<file path="config.mk">
export PLATFORM = sky130hd
export DESIGN_NAME = button_debounce_long_press
export DESIGN_NICKNAME = d
export VERILOG_FILES = /design/src/bdlp_pkg.sv /design/src/button_debounce_long_press.sv /design/src/bdlp_cfg_regs.sv /design/src/bdlp_core.sv
export VERILOG_INCLUDE_DIRS = /design/src /design/src/src
export SDC_FILE = /design/constraint.sdc
export NUM_CORES = 1
export LEC_CHECK = 0
export CORE_MARGIN = 10
export CORE_UTILIZATION = 54
export DETAILED_ROUTE_END_ITERATION = 8
export DONT_BUFFER_PORTS = 1
export PLACE_DENSITY = 0.8
export RECOVER_POWER = 50
export SYNTH_ARGS = -nofsm -noshare
export SYNTH_HDL_FRONTEND = slang
export SYNTH_SLANG_ARGS = --single-unit
export TNS_END_PERCENT = 100
</file>
<file path="constraint.sdc">
create_clock -name clk -period 9.99 [get_ports clk]
set_input_delay 1.998 -clock clk [delete_from_list [all_inputs] [get_ports clk]]
set_output_delay 1.998 -clock clk [all_outputs]
set_load 0.01 [all_outputs]
</file>
<file path="src/button_debounce_long_press_defines.svh">
// ----------------------------------------------------------------------------
// button debounce assertion macros
// shared property forms for the debounce block's checks
// ----------------------------------------------------------------------------
`ifndef BUTTON_DEBOUNCE_LONG_PRESS_DEFINES_SVH
`define BUTTON_DEBOUNCE_LONG_PRESS_DEFINES_SVH

// same-cycle implication, checked outside reset
`define BDLP_ASSERT_IMP(label, ante, cons, msg) \
  label: assert property (@(posedge clk) disable iff (rst) (ante) |-> (cons)) \
    else $error(msg);

// next-cycle implication, checked outside reset
`define BDLP_ASSERT_NEXT(label, ante, cons, msg) \
  label: assert property (@(posedge clk) disable iff (rst) (ante) |=> (cons)) \
    else $error(msg);

`endif

</file>
<file path="src/bdlp_pkg.sv">
// ----------------------------------------------------------------------------
// bdlp_pkg
// shared types, constants and helpers of the button debouncer
// ----------------------------------------------------------------------------
`default_nettype none

package bdlp_pkg;

  localparam int COUNT_WIDTH = 16;
  localparam int CFG_WIDTH   = 16;
  localparam int CMP_WIDTH   = (COUNT_WIDTH > CFG_WIDTH) ? COUNT_WIDTH : CFG_WIDTH;
  localparam int IN_BYTES_W  = 8;
  localparam int OUT_BYTES_W = 8;

  localparam logic [COUNT_WIDTH-1:0] CNT_MAX = {COUNT_WIDTH{1'b1}};

  localparam logic [CFG_WIDTH-1:0] DEBOUNCE_RESET   = CFG_WIDTH'(40);
  localparam logic [CFG_WIDTH-1:0] LONG_PRESS_RESET = CFG_WIDTH'(1000);

  typedef enum logic [0:0] {
    REG_DEBOUNCE   = 1'b0,
    REG_LONG_PRESS = 1'b1
  } reg_index_t;

  typedef struct packed {
    logic [CFG_WIDTH-1:0] debounce_ticks;
    logic [CFG_WIDTH-1:0] long_press_ticks;
  } cfg_t;

  typedef struct packed {
    logic raw_level;
    logic read_press_flag;
  } item_t;

  typedef struct packed {
    logic press_event;
    logic release_event;
    logic long_press_event;
    logic stable_level;
    logic press_flag_value;
  } result_t;

  function automatic logic [COUNT_WIDTH-1:0] sat_inc(input logic [COUNT_WIDTH-1:0] v);
    sat_inc = (v == CNT_MAX) ? v : v + COUNT_WIDTH'(1);
  endfunction

endpackage

`default_nettype wire

</file>
<file path="src/button_debounce_long_press.sv">
// ----------------------------------------------------------------------------
// button_debounce_long_press
// tick-driven push button debouncer with press, release and long-press events
// ----------------------------------------------------------------------------
//  channel  | signals                        | carries
//  ---------+--------------------------------+-------------------------------
//  s_axis   | s_tvalid s_tready s_tdata[7:0] | one sampled tick per transfer
//  m_axis   | m_tvalid m_tready m_tdata[7:0] | one result per input transfer
//  cfg      | cfg_we cfg_addr cfg_data       | setting writes, no read-back
//
//  one transfer per cycle while the m side accepts; from s to m an item passes
//  the input register, then the event logic into the result register
//  state is updated as an item moves from the input register to the result
//  register, so a stalled m side holds both stages and drops s_tready
//  synchronous reset restores settings 40 and 1000 and a released button
// ----------------------------------------------------------------------------
`default_nettype none

module button_debounce_long_press
  import bdlp_pkg::*;
(
  input  wire logic                   clk,
  input  wire logic                   rst,
  input  wire logic                   s_tvalid,
  output logic                        s_tready,
  // [0] raw_level, [1] read_press_flag, [7:2] zero
  input  wire logic [IN_BYTES_W-1:0]  s_tdata,
  output logic                        m_tvalid,
  input  wire logic                   m_tready,
  // [0] press_event, [1] release_event, [2] long_press_event,
  // [3] stable_level, [4] press_flag_value, [7:5] zero
  output logic [OUT_BYTES_W-1:0]      m_tdata,
  input  wire logic                   cfg_we,
  input  wire logic [0:0]             cfg_addr,
  input  wire logic [CFG_WIDTH-1:0]   cfg_data
);

  cfg_t    cfg;
  item_t   in_item;
  logic    in_valid;
  logic    advance;
  result_t res;
  result_t out_res;

  bdlp_cfg_regs u_cfg (
    .clk      (clk),
    .rst      (rst),
    .cfg_we   (cfg_we),
    .cfg_addr (cfg_addr),
    .cfg_data (cfg_data),
    .cfg      (cfg)
  );

  assign advance  = in_valid && (!m_tvalid || m_tready);
  assign s_tready = !in_valid || advance;

  always_ff @(posedge clk) begin
    if (rst) begin
      in_valid <= 1'b0;
    end else if (s_tvalid && s_tready) begin
      in_valid <= 1'b1;
    end else if (advance) begin
      in_valid <= 1'b0;
    end
  end

  always_ff @(posedge clk) begin
    if (s_tvalid && s_tready) begin
      in_item.raw_level       <= s_tdata[0];
      in_item.read_press_flag <= s_tdata[1];
    end
  end

  bdlp_core u_core (
    .clk     (clk),
    .rst     (rst),
    .cfg     (cfg),
    .advance (advance),
    .item    (in_item),
    .res     (res)
  );

  always_ff @(posedge clk) begin
    if (rst) begin
      m_tvalid <= 1'b0;
    end else if (advance) begin
      m_tvalid <= 1'b1;
    end else if (m_tready) begin
      m_tvalid <= 1'b0;
    end
  end

  always_ff @(posedge clk) begin
    if (advance) begin
      out_res <= res;
    end
  end

  assign m_tdata = {3'b000, out_res.press_flag_value, out_res.stable_level,
                    out_res.long_press_event, out_res.release_event,
                    out_res.press_event};

`include "button_debounce_long_press_defines.svh"

  // an event must agree with the stable level it reports
  `BDLP_ASSERT_IMP(a_press_level, m_tvalid && (out_res.press_event || out_res.long_press_event), !out_res.stable_level, "press event with released stable level")
  `BDLP_ASSERT_IMP(a_release_level, m_tvalid && out_res.release_event, out_res.stable_level && !out_res.press_event, "release event inconsistent")
  // a full pipe with a stalled result side must not take a transfer
  `BDLP_ASSERT_IMP(a_no_overrun, in_valid && m_tvalid && !m_tready, !s_tready, "input taken while both stages are full")
  // the sticky flag is reported with any press
  `BDLP_ASSERT_IMP(a_flag_on_press, m_tvalid && out_res.press_event, out_res.press_flag_value, "press without sticky flag")

endmodule

`default_nettype wire

</file>
<file path="src/bdlp_cfg_regs.sv">
// ----------------------------------------------------------------------------
// bdlp_cfg_regs
// debounce and long-press setting registers behind the write port
// ----------------------------------------------------------------------------
`default_nettype none

module bdlp_cfg_regs
  import bdlp_pkg::*;
(
  input  wire logic                 clk,
  input  wire logic                 rst,
  input  wire logic                 cfg_we,
  input  wire logic [0:0]           cfg_addr,
  input  wire logic [CFG_WIDTH-1:0] cfg_data,
  output cfg_t                      cfg
);

  always_ff @(posedge clk) begin
    if (rst) begin
      cfg.debounce_ticks   <= DEBOUNCE_RESET;
      cfg.long_press_ticks <= LONG_PRESS_RESET;
    end else if (cfg_we) begin
      unique case (reg_index_t'(cfg_addr))
        REG_DEBOUNCE:   cfg.debounce_ticks   <= cfg_data;
        REG_LONG_PRESS: cfg.long_press_ticks <= cfg_data;
        default:        ;
      endcase
    end
  end

endmodule

`default_nettype wire

</file>
<file path="src/bdlp_core.sv">
// ----------------------------------------------------------------------------
// bdlp_core
// debounce state and event logic, one item per advance
// ----------------------------------------------------------------------------
`default_nettype none

module bdlp_core
  import bdlp_pkg::*;
(
  input  wire logic    clk,
  input  wire logic    rst,
  input  wire cfg_t    cfg,
  input  wire logic    advance,
  input  wire item_t   item,
  output result_t      res
);

  logic                   debounced_level, debounced_level_next;
  logic                   previous_raw;
  logic [COUNT_WIDTH-1:0] since_change, since_change_next;
  logic [COUNT_WIDTH-1:0] press_duration, press_duration_next;
  logic                   long_reported, long_reported_next;
  logic                   sticky_pressed, sticky_pressed_next;

  logic [COUNT_WIDTH-1:0] pd_run;
  logic                   accept_level;
  logic                   sticky_set;
  logic                   long_hit;

  always_comb begin
    // press time counts while the old stable level is pressed
    pd_run = (debounced_level == 1'b0) ? sat_inc(press_duration) : press_duration;

    since_change_next = (item.raw_level != previous_raw) ? '0 : sat_inc(since_change);

    accept_level = (CMP_WIDTH'(since_change_next) > CMP_WIDTH'(cfg.debounce_ticks))
                   && (item.raw_level != debounced_level);

    debounced_level_next = accept_level ? item.raw_level : debounced_level;
    press_duration_next  = accept_level ? '0 : pd_run;
    sticky_set           = accept_level && (item.raw_level == 1'b0);
    sticky_pressed_next  = sticky_set | sticky_pressed;

    long_hit = (debounced_level_next == 1'b0)
               && !(long_reported && !accept_level)
               && (CMP_WIDTH'(press_duration_next) >= CMP_WIDTH'(cfg.long_press_ticks));
    long_reported_next = accept_level ? long_hit : (long_reported | long_hit);

    res.press_event      = sticky_set;
    res.release_event    = accept_level && item.raw_level;
    res.long_press_event = long_hit;
    res.stable_level     = debounced_level_next;
    res.press_flag_value = sticky_pressed_next;
  end

  always_ff @(posedge clk) begin
    if (rst) begin
      debounced_level <= 1'b1;
      previous_raw    <= 1'b1;
      since_change    <= '0;
      press_duration  <= '0;
      long_reported   <= 1'b0;
      sticky_pressed  <= 1'b0;
    end else if (advance) begin
      debounced_level <= debounced_level_next;
      previous_raw    <= item.raw_level;
      since_change    <= since_change_next;
      press_duration  <= press_duration_next;
      long_reported   <= long_reported_next;
      // read strobe clears after the value is reported
      sticky_pressed  <= item.read_press_flag ? 1'b0 : sticky_pressed_next;
    end
  end

endmodule

`default_nettype wire

</file>
Word level (Yosys, flattened, before mapping)
Index checks and enable logic that the tools add are counted.
{"block": "word_totals", "word_cells": 60, "n_memories": 0, "ram_bits": 0, "reg_bits": 77, "out_inout_bits": 10, "latchBits": 0, "mem_bits_ro": 0}
{"block": "op_classes", "n_mux": 12, "div_mod_pow": 0, "n_reduce_logical": 18, "n_bitwise": 5, "n_lt_le_gt_ge": 2, "n_shift": 0, "n_mul": 0, "n_eq_ne": 4, "n_addsub": 2}
{"operator": "$mux W16", "count": 5}
{"operator": "$add A16 B1 Y16 const B", "count": 2}
{"operator": "$eq A16 B16 Y1 const B", "count": 2}
{"operator": "$ge A16 B16 Y1", "count": 1}
{"operator": "$gt A16 B16 Y1", "count": 1}
{"operator": "$logic_and A1 B1 Y1", "count": 8}
{"operator": "$mux W1", "count": 7}
{"operator": "$logic_not A1 Y1", "count": 4}
{"operator": "$reduce_and A2 Y1", "count": 2}
{"operator": "$reduce_bool A2 Y1", "count": 2}
{"operator": "$not A1 Y1", "count": 3}
{"operator": "$logic_or A1 B1 Y1", "count": 2}
{"operator": "$ne A1 B1 Y1", "count": 2}
{"operator": "$or A1 B1 Y1", "count": 2}

Logic depth before layout (Yosys ltp)
{"block": "depth", "ltp_word": 12, "mapped_depth": 25}

Cells and area by module
A second synthesis with hierarchy kept.
{"block": "unflattened", "cells_unflattened": 582, "hier_area_um2": 4989.8}
{"mod": "bdlp_core", "area_each_um2": 3309.4, "cells_per_inst": 434, "n_inst": 1, "seq_area_each_um2": 720.7}
{"mod": "bdlp_cfg_regs", "area_each_um2": 1340.0, "cells_per_inst": 127, "n_inst": 1, "seq_area_each_um2": 640.6}
{"mod": "button_debounce_long_press", "area_each_um2": 340.3, "cells_per_inst": 21, "n_inst": 1, "seq_area_each_um2": 250.2}

Least setup slack after synthesis
OpenSTA, ideal clock, no wires.
{"block": "synth_timing", "path_type": "flip-flop to flip-flop", "startpoint": "register u_core.since_change[0]", "endpoint": "register out_res, in the netlist m_tdata[2], data pin", "arrival_time_ns": 4.702, "setup_slack_ns": 5.024, "required_time_ns": 9.726, "n_path_buf": 5, "period_less_slack_ns": 4.966, "path_stages_with_launch": 25, "setup_time_ns": 0.264, "path_cell_list": "dfxtp_1 -> ha_1 -> and3_1 -> and3_1 -> clkbuf_1 -> nand3_1 -> clkbuf_1 -> nand2_1 -> xor2_1 -> nor2_1 -> ha_1 -> nand4_1 -> or3_1 -> a21o_1 -> a311oi_2 -> buf_4 -> buf_4 -> buf_4 -> nor2_1 -> ha_1 -> a21oi_1 -> nor3_1 -> or3_1 -> o32ai_1 -> nor2_1"}
{"item": "from (decl)", "line": "bdlp_core.sv:20", "source": "logic [COUNT_WIDTH-1:0] since_change, since_change_next;"}
{"item": "from (signal assigned)", "line": "bdlp_core.sv:67", "source": "since_change <= since_change_next;"}
{"item": "to (signal assigned)", "line": "button_debounce_long_press.sv:95", "source": "out_res <= res;"}
{"item": "to (decl)", "line": "button_debounce_long_press.sv:43", "source": "result_t out_res;"}

==> metrics.md <==
| Metric | Value |
|---|---|
| Status | `finished, violations left` |
| Failing checks | `capacitance limit, slew limit` |
| CTS Sinks | `77` |
| GR Overflow Total | `0` |
| Total Wirelength | `11040 um` |
| Setup crit start kind | `flip-flop` |
| Clk slew on worst S/H paths | `80 ps` |
| Slew margin rel. | `-10.03%` |
| PD cells | `121.6 nW/um2` |
| Final setup TNS | `0 ps` |
| Critical path class | `reg -> reg` |
| TritonCTS clock tree | `done` |
| Register area share after synthesis | `33.28%` |
| Post_cts resized | `0` |
| P&R area growth vs syn | `3.721%` |
| Via count | `4228` |
| Post-DR wirelength/cell | `15.89 um` |
| Clock Path Buffers | `2` |
| Most frequent cells after synthesis | `nand2_1, dfxtp_1, a21oi_1, nor2_1, inv_1` |
| Dominant synthesized flop cell | `dfxtp_1` |
| Clock buffer count from CTS | `9` |
| Syn_area_per_cell | `8.017 um2` |
| Fill cell count | `792` |
| Critical Path Sink Type | `flip-flop` |
| Async set-reset flop share out of synthesis | `0%` |
| Pin count of the biggest net entering global routing | `76` |
| Top-area cell type share of the netlist area | `28.94%` |
| Post-synth top area cell | `dfxtp_1` |
| Cell variety after synth | `69` |
| Nets@finish | `646` |
| # hold bufs at CTS | `0` |
| IO Count | `40` |
| Worst path required time | `10100 ps` |
| Area contributors post-synth | `dfxtp_1, ha_1, nand2_1` |
| Port buffer count | `0` |
| Syn Std Cell Area | `4842 um2` |
| Post-detail-place hpwl | `7907 um` |
| Type of the worst min-delay path | `reg -> reg` |
| Top-count cell post-synth | `nand2_1` |
| Root buf cell | `clkbuf_8` |
| Area post-placement | `4835 um2` |
| # diodes | `0` |
| Antenna violations before repair | `0` |
| Die area | `13150 um2` |
| TritonRoute pass-1 iters | `5` |
| Setup bufs post-CTS | `0` |
| Final Hold Violating Endpoints | `0` |
| Worst-Margin Slew | `1650 ps` |
| Rows | `34` |
| RSZ-0062 raised after global routing | `no` |
| CP Max Fanout | `40` |
| Synthesis-stage register bit count | `77` |
| Die W | `114.7 um` |
| Initial core utilization | `55.52%` |
| DRC viols | `0` |
| Core ar. | `8721 um2` |
| Post-synth EDFFs | `7` |
| Clock Skew | `12.54 ps` |
| VDD IR-drop max | `0.06538 mV` |
| Power after layout | `610.8 uW` |
| ANT nets after route | `0` |
| Initial drt markers | `275` |
| F_max | `173.8 MHz` |
| Worst EP arrival | `5860 ps` |
| Min Tclk post-route | `5755 ps` |
| Vias in the first global route | `3984` |
| GPL Wtd Cong | `0.8570` |
| H-tree lvl count | `3` |
| Die height | `114.7 um` |
| Post-Syn Instances | `604` |
| First-pass GRT wire length | `18690 um` |
| Leak | `0.001944 uW` |
| Setup violators final | `0` |
| Ys Warns | `0` |
| Max Cap Viol | `1` |
| Layout cells sized above 1 | `6.644%` |
| Via density | `6.083` |
| Final Cycle Share | `57.61%` |
| Final Max Tran Viols | `40` |
| Skew-Pair Late Insertion Delay | `360 ps` |
| Final instance area | `5022 um2` |
| GR Util All Layers | `17.06%` |
state kept, by name (all words and copies together) (netlist names):
register / flops
in_valid: 1
u_core.sticky_pressed: 1
u_core.previous_raw: 1
u_core.long_reported: 1
u_core.press_duration: 16
u_cfg.cfg: 32
u_core.since_change: 16
m_tvalid: 1
u_core.debounced_level: 1
m_tdata: 5
in_item: 2
layout by cell type, fill, tap and decap left out, drive strengths merged, types with 3 or more instances in the layout:
master  count
or3         7
nand2b      5
o21ai      10
and4        6
ha         34
a41o        3
conb        3
a21oi      67
a211oi      8
or3b        3
nor4        5
nand2      98
nor3       11
nor2b       7
xnor2       8
and2        3
xor2       19
or4b        3
buf         4
nand3       9
inv        39
nand3b     14
a31oi      14
nor2       47
clkbuf     12
a21o        6
o21bai      3
and3        8
nand4      15
dfxtp      70
edfxtp      7
a211o       3
or4         6
metal layers:
metal / GRT usage [%] / part of all wire (%) / vias up
met5: 0 / 0 / -
met4: 5.776 / 1.9 / 0
met3: 3.616 / 4.4 / 21
met2: 29.41 / 51 / 98
met1: 20.50 / 43 / 2025
li1: - / - / 2084
stage by stage:
step / setup WS, ps / hold WS (ps) / cells / utilization [%]
6_report: 4235 / 445.6 / 695 / 57.59
4_1_cts: 4297 / 445.7 / 695 / 57.63
3_5_place_dp: 4333 / 426.1 / 679 / 55.44
5_1_grt: 3917 / 476.3 / 695 / 57.59
3_3_place_gp: 4492 / 421.4 / 679 / 55.44
2_1_floorplan: 5024 / 410.8 / 606 / -
path summary, 6_finish.rpt:
kind / start / to / slack, ps / depth (start not counted)
worst max-delay path: u_core.since_change[0] / m_tdata[2] / 4240 / 21
worst min-delay path: u_core.sticky_pressed / u_core.sticky_pressed / 450 / 2
worst max register to register: u_core.since_change[0] / m_tdata[2] / 4240 / 21
worst min register to register: u_core.sticky_pressed / u_core.sticky_pressed / 450 / 2
critical path, cell delays in order (launching register included):
cell      delay [ps]
dfxtp_1          420
ha_1             240
and3_1           260
and3_1           320
nand3_1          520
nand2_1          220
xor2_1           170
nor2_1            70
ha_1             300
nand4_1          120
or3_1            360
a21o_1           220
a311oi_4         280
buf_4            370
a41o_1           180
nor2_1            60
ha_1             280
o21ai_0          170
nor2_1            60
or3_1            350
o32ai_1          420
nor2_1            70
final cells by class:
cell class / instances / area (um2) / share of cell area [%]
timing repair buffer: 5 / 33.78 / 0.6726
tap: 108 / 135.1 / 2.691
multi-input combinational: 452 / 2912 / 57.97
clock buffer: 11 / 152.6 / 3.039
sequential: 77 / 1612 / 32.09
clock inverter: 5 / 38.79 / 0.7723
inverter: 37 / 138.9 / 2.765
cell families (layout without fill, tap and decap cells):
family          after synthesis  count (layout)  share of synthesized area (%)
flops                        77              77                          33.28
buf+inv                      77              58                          6.976
other cells                   1               3                        0.07745
mux                           3               3                         0.6460
compound gates              134             134                          18.17
simple gates                251             251                          27.18
xor+xnor                     27              27                          4.884
fa+ha+maj                    34              34                          8.786
where the power goes:
part / leakage, uW / total [uW] / internal, uW / switching (uW)
clock network: 0.0000920 / 235 / 107 / 127
registers: 0.000634 / 326 / 320 / 5.81
logic: 0.00122 / 50.1 / 17.6 / 32.6
Power figures use the tool's default switching activity.
